===== config.mk =====
export PLATFORM = sky130hd
export DESIGN_NAME = lpi_fifo
export DESIGN_NICKNAME = d
export VERILOG_FILES = /design/src/hdl/lpi_pkg.sv /design/src/hdl/lpi_fifo.sv
export SDC_FILE = /design/constraint.sdc
export NUM_CORES = 1
export LEC_CHECK = 0
export BUFFER_PORTS_ARGS = -buffer_cell sky130_fd_sc_hd__buf_2
export CAP_MARGIN = 30
export CORE_ASPECT_RATIO = 1.75
export CORE_UTILIZATION = 29
export CTS_CLUSTER_SIZE = 28
export DETAILED_ROUTE_END_ITERATION = 6
export PLACE_DENSITY = 0.45
export SKIP_CTS_REPAIR_TIMING = 1
export SYNTH_ARGS = -nofsm -noshare
export SYNTH_HDL_FRONTEND = slang
export SYNTH_SLANG_ARGS = --single-unit

===== constraint.sdc =====
create_clock -name clk -period 1.52 [get_ports clk]
set_input_delay 0.228 -clock clk [delete_from_list [all_inputs] [get_ports clk]]
set_output_delay 0.228 -clock clk [all_outputs]
set_load 0.05 [all_outputs]

===== src/hdl/lpi_pkg.sv =====
package lpi_pkg;

  localparam int COORD_BITS_DEF = 16;
  localparam int FRAC_BITS_DEF  = 16;
  localparam int FIELD_BITS     = 16;
  localparam int OUT_BITS       = 48;
  localparam int QUEUE_DEPTH    = 4;

  typedef enum logic [1:0] {
    REL_POINT    = 2'd0,
    REL_SAME     = 2'd1,
    REL_PARALLEL = 2'd2
  } rel_t;

  // Status of the queue between the front and back parts.
  typedef struct packed {
    logic full;
    logic empty;
  } qstat_t;

  // Packed item: relation, a1x, a1y, dax, day, den, num.
  function automatic int item_width(input int coord_bits);
    return 2 + 2 * coord_bits + 2 * (coord_bits + 1) + 2 * (2 * coord_bits + 3);
  endfunction

endpackage


===== src/hdl/lpi_fifo.sv =====
module lpi_fifo import lpi_pkg::*; #(
  parameter int W     = 8,
  parameter int DEPTH = QUEUE_DEPTH
) (
  input  logic         clk,
  input  logic         rst_n,
  input  logic         push,
  input  logic [W-1:0] wdata,
  input  logic         pop,
  output logic [W-1:0] rdata,
  output qstat_t       qstat
);

  localparam int AW = (DEPTH > 1) ? $clog2(DEPTH) : 1;
  localparam int CW = $clog2(DEPTH + 1);

  logic [W-1:0]  mem_r [DEPTH];
  logic [W-1:0]  rdata_r;
  logic [AW-1:0] wr_r, rd_r;
  logic [CW-1:0] cnt_r;

  function automatic logic [AW-1:0] bump(input logic [AW-1:0] p);
    return (p == AW'(DEPTH - 1)) ? '0 : p + AW'(1);
  endfunction

  // The popped entry appears on rdata in the cycle after the pop.
  assign rdata       = rdata_r;
  assign qstat.full  = (cnt_r == CW'(DEPTH));
  assign qstat.empty = (cnt_r == '0);

  always_ff @(posedge clk) begin
    if (!rst_n) begin
      wr_r  <= '0;
      rd_r  <= '0;
      cnt_r <= '0;
    end else begin
      if (push) wr_r <= bump(wr_r);
      if (pop)  rd_r <= bump(rd_r);
      if (push && !pop) begin
        cnt_r <= cnt_r + CW'(1);
      end else if (pop && !push) begin
        cnt_r <= cnt_r - CW'(1);
      end
    end
  end

  always_ff @(posedge clk) begin
    if (push) mem_r[wr_r] <= wdata;
    if (pop)  rdata_r <= mem_r[rd_r];
  end

endmodule


Word level (Yosys, flattened, before mapping). Memory sizes are Yosys's and may differ from the RTL's. A register that Yosys moved wholly into a read port is not among the register bits. Cells that the tools add are included.

Mux-type cells: 6. Equal/unequal tests: 3. $add $sub $neg: 4. Reduce and logical (&&, ||, !) cells: 6.

Operator list (number): 2-to-1 mux 3 bit (2); adder 2 x 1 -> 2 bit, second input constant (2); equality test 2 bit, second input constant (2); 2-to-1 mux 2 bit (2); adder 3 x 1 -> 3 bit, second input constant (1); equality test 3 bit, second input constant (1); zero test 3 bit (1); subtractor 3 x 1 -> 3 bit, second input constant (1); logical AND 1 bit (2); zero test 1 bit (2); 2-to-1 mux 1 bit (2); nonzero test 2 bit (1).

Output and inout port bits: 10. Logic and storage cells: 23. Bits in writable memories: 32. Memories: 1. Register bits: 7. Input bits: 12.

Memories: mem_r (words 4, bits a word 8, rd ports 1, clocked after memory_dff 1, wr ports 1, RTL line lpi_fifo.sv:17) `logic [W-1:0] mem_r [DEPTH];`.

Longest topological paths before layout.
Depth after elaboration: 4. Gate-level depth with buffers: 7. Mapped depth without buffers: 7.

Worst setup path before layout. Ideal clock, no wire load.

Path kind: reg2out. From: reg cnt_r[0]. To: out qstat[1] (netlist name). Arrival time: 1.518 ns. Required time: 1.292 ns. Buffers on the path: 0. Cell stages (with the launch flop): 2. Setup slack: -0.226 ns. Path through: dfxtp_1 nor3b_1.

RTL lines: from (decl) (RTL line lpi_fifo.sv:20) `logic [CW-1:0] cnt_r;`; from (signal assigned) (RTL line lpi_fifo.sv:40) `cnt_r <= cnt_r + CW'(1);`; from (signal assigned) (RTL line lpi_fifo.sv:42) `cnt_r <= cnt_r - CW'(1);`; to (decl) (RTL line lpi_fifo.sv:11) `output qstat_t qstat`.

==> impl_metrics.csv <==
group,metric,value,unit
die,coreArea,0.00597,mm^2
logic_synthesis,ys.flop_type,"edfxtp_1",
grt,grt-ovfl-total,0,
logic_synthesis,synth-edff-count,40,
worst_setup_path,worstPathRequired,1.29,ns
logic_synthesis,synth_area,0.00182,mm^2
timing,setup_viol,0,
route,drt_iter0_drc,21,
clock_tree,clock_path_buffers,2,
final_layout,final_area,0.00225,mm^2
worst_setup_path,cp.arrival,1.23,ns
final_layout,synthToLayoutAreaGrowth,23.8,%
pwr,clkPwrFrac,0.353,
clock_tree,path_clk_slew,0.08,ns
pwr,power.share.combinational,0.135,
pwr,switchingPower,0.675,mW
route,viasPerCell,4.27,
timing,fin_crit_sh,0.956,
die,fp.dieW,61.8,um
clock_tree,cts_tree,"yes",
grt,antenna_found_initial,0,
route,avgRoutedWirePerCell,14.0,um
worst_setup_path,end_kind,"primary output",
pwr,seqPwrFrac,0.512,
logic_synthesis,yosysSeqAreaShare,0.739,
timing,rsz0062_at_grt,"false",
worst_setup_path,worstPathCellList,"buf_4, nor3b_2, buf_2",
timing,slew_headroom,0.832,
logic_synthesis,async_flop_share,0,
clock_tree,clk_latency,0.29,ns
timing,tightestPinTransition,0.253,ns
pwr,p_int,2.31,mW
min_path,hold_path.class,"in2reg",
clock_tree,cts_sinks,47,
die,die_area,0.00659,mm^2
timing,whs,0.146,ns
worst_setup_path,cp_slowest_cell,"dfxtp_1",
logic_synthesis,synthDistinctLibCells,20,
grt,grt_pass1_wl,4.85,mm
grt,grt_max_degree,15,
route,num_vias,893,
pwr,p_leak,0.829,nW
timing,hold_viol_final,0,
outcome,status,"complete, no violations",
route,drc,0,
logic_synthesis,ys_top_cells_by_count,"edfxtp_1, mux4_2, dfxtp_1, ha_1",
logic_synthesis,synth.most_common_cell,"edfxtp_1",
route,drt_pass1_iterations,4,
grt,grt_usage,0.106,
worst_setup_path,slowest_delay,0.34,ns
die,initial_core_util,0.304,
timing,fmax,688,MHz
placement,port_buffers,21,
route,ant_nets,0,
timing,fin_worst_skew,0.00771,ns
placement,place_congestion,0.626,
logic_synthesis,yosysTopAreaCellShare,0.662,
logic_synthesis,postSynthAreaPerCell,19.7,um^2
logic_synthesis,yosysWarnings,0,
die,rows,37,
final_layout,fin_nets,149,
timing,slew_violations,0,
clock_tree,cts-root-buf,"clkbuf_8",
logic_synthesis,syn_inst,92,
placement,place_area,0.00211,mm^2
placement,place_hpwl,2.15,mm
logic_synthesis,yosysTopAreaCell,"edfxtp_1",
logic_synthesis,synth_fp_nets,111,
pwr,p_per_area,1330,mW/mm^2
die,ios,22,
final_layout,drive_gt1_frac,0.389,
logic_synthesis,synth_seq_cells,47,
route,wl,2.93,mm
worst_setup_path,worstPathMaxFanout,3,
final_layout,n_antenna_cell,0,
pwr,vdd_drop_max,0.000562,V
clock_tree,htreeDepth,2,
logic_synthesis,synth_area_leaders,"edfxtp_1, mux4_2, dfxtp_1",
clock_tree,numCtsBuffers,5,
pwr,power.share.switching,0.227,
worst_setup_path,critPathKind,"reg2out",
grt,grt_pass1_vias,979,
timing,fin_crit,1.45,ns
worst_setup_path,crit_path_start_kind,"flop",
die,die_h,107,um
flow_run,max_cap_viol_count,0,
## metal layers
metal  vias to the layer above  global-route usage  wire [um]
met5                         -                   0          0
met4                         0              0.0571         72
met3                         6              0.0241        110
met2                        23               0.181       1630
met1                       439               0.117       1120
li1                        425                   -          -
## placed cells by master (no fill, tap or decap)
cell       netlist  final
edfxtp_1        40     40
buf_2            1     21
buf_4            0     11
mux4_2           8      8
ha_1             6      6
dfxtp_1          7      6
and2_1           5      5
nor2b_1          5      5
clkbuf_8         0      5
inv_1            4      4
mux2i_1          4      4
bufinv_16        0      2
nor3_2           0      1
nor3b_2          0      1
nor2_1           1      1
nor3b_1          2      1
a21oi_1          1      1
xnor2_1          1      1
xor2_1           1      1
o21ai_0          1      1
or3_1            1      1
a21boi_1         1      1
fa_1             1      1
clkbuf_1         0      1
dfxtp_2          0      1
buf_12           0      1
## worst paths after layout
| kind | startpoint | to | slack [ns] | depth (start not counted) |
|---|---|---|---|---|
| setup / recovery | cnt_r[0]$_SDFFE_PN0P_ | qstat[1] | 0.07 | 3 |
| setup reg to reg | cnt_r[0]$_SDFFE_PN0P_ | cnt_r[2]$_SDFFE_PN0P_ | 0.09 | 4 |
| hold / removal | wdata[1] | mem_r[2][1]$_DFFE_PP_ | 0.15 | 1 |
| hold reg to reg | cnt_r[2]$_SDFFE_PN0P_ | cnt_r[2]$_SDFFE_PN0P_ | 0.54 | 2 |
## power by group through the flow
| stage | logic, mW | registers, mW | clock network [mW] |
|---|---|---|---|
| 6_report | 0.403 | 1.53 | 1.05 |
| 5_1_grt | 0.441 | 1.54 | 1.12 |
| 4_1_cts | 0.411 | 1.53 | 1.08 |
| 3_5_place_dp | 0.411 | 1.56 | 0 |
| 3_3_place_gp | 0.401 | 1.55 | 0 |
| 2_1_floorplan | 0.205 | 1.62 | 0 |
## worst max-delay path, delay by kind of cell (launching register included)
family | cells | cell delay [ns]
buffers and inverters | 2 | 0.43
DFF | 1 | 0.34
and+or+nand+nor | 1 | 0.17
## per-stage QoR
stage	utilization	TNS [ns]	power (mW)	cells	setup WS (ns)
after floorplan	-	0	1.83	92	0.0302
after global placement	0.354	-0.152	1.95	201	-0.152
after detailed placement	0.354	-0.175	1.97	201	-0.175
after CTS	0.376	0	3.02	209	0.0485
after global routing	0.376	0	3.10	209	0.00626
final	0.376	0	2.98	209	0.0662
## cells by family (layout without fill, tap and decap cells)
family,after synthesis,in the layout,share of synthesized area
and+or+nand+nor,15,15,0.0510
buffers and inverters,6,45,0.0172
muxes,12,12,0.121
adders and majority gates,7,7,0.0524
AOI/OAI and AO/OA,3,3,0.00964
DFF,47,47,0.739
xor gates and xnor gates,2,2,0.00965
## sequential cells by signal, indices dropped and copies added (netlist names)
| register | flops |
|---|---|
| mem_r | 32 |
| rdata | 8 |
| cnt_r | 3 |
| rd_r | 2 |
| wr_r | 2 |
## cell type report
class	instances	area [um^2]
Inverter	4	15.0
Timing Repair Buffer	33	208
Fill cell	559	3720
Sequential cell	47	1340
Clock buffer	6	72.6
Multi-Input combinational cell	39	453
Tap cell	78	97.6
Clock inverter	2	60.1
No activity file was read; power rests on OpenSTA's default activity.
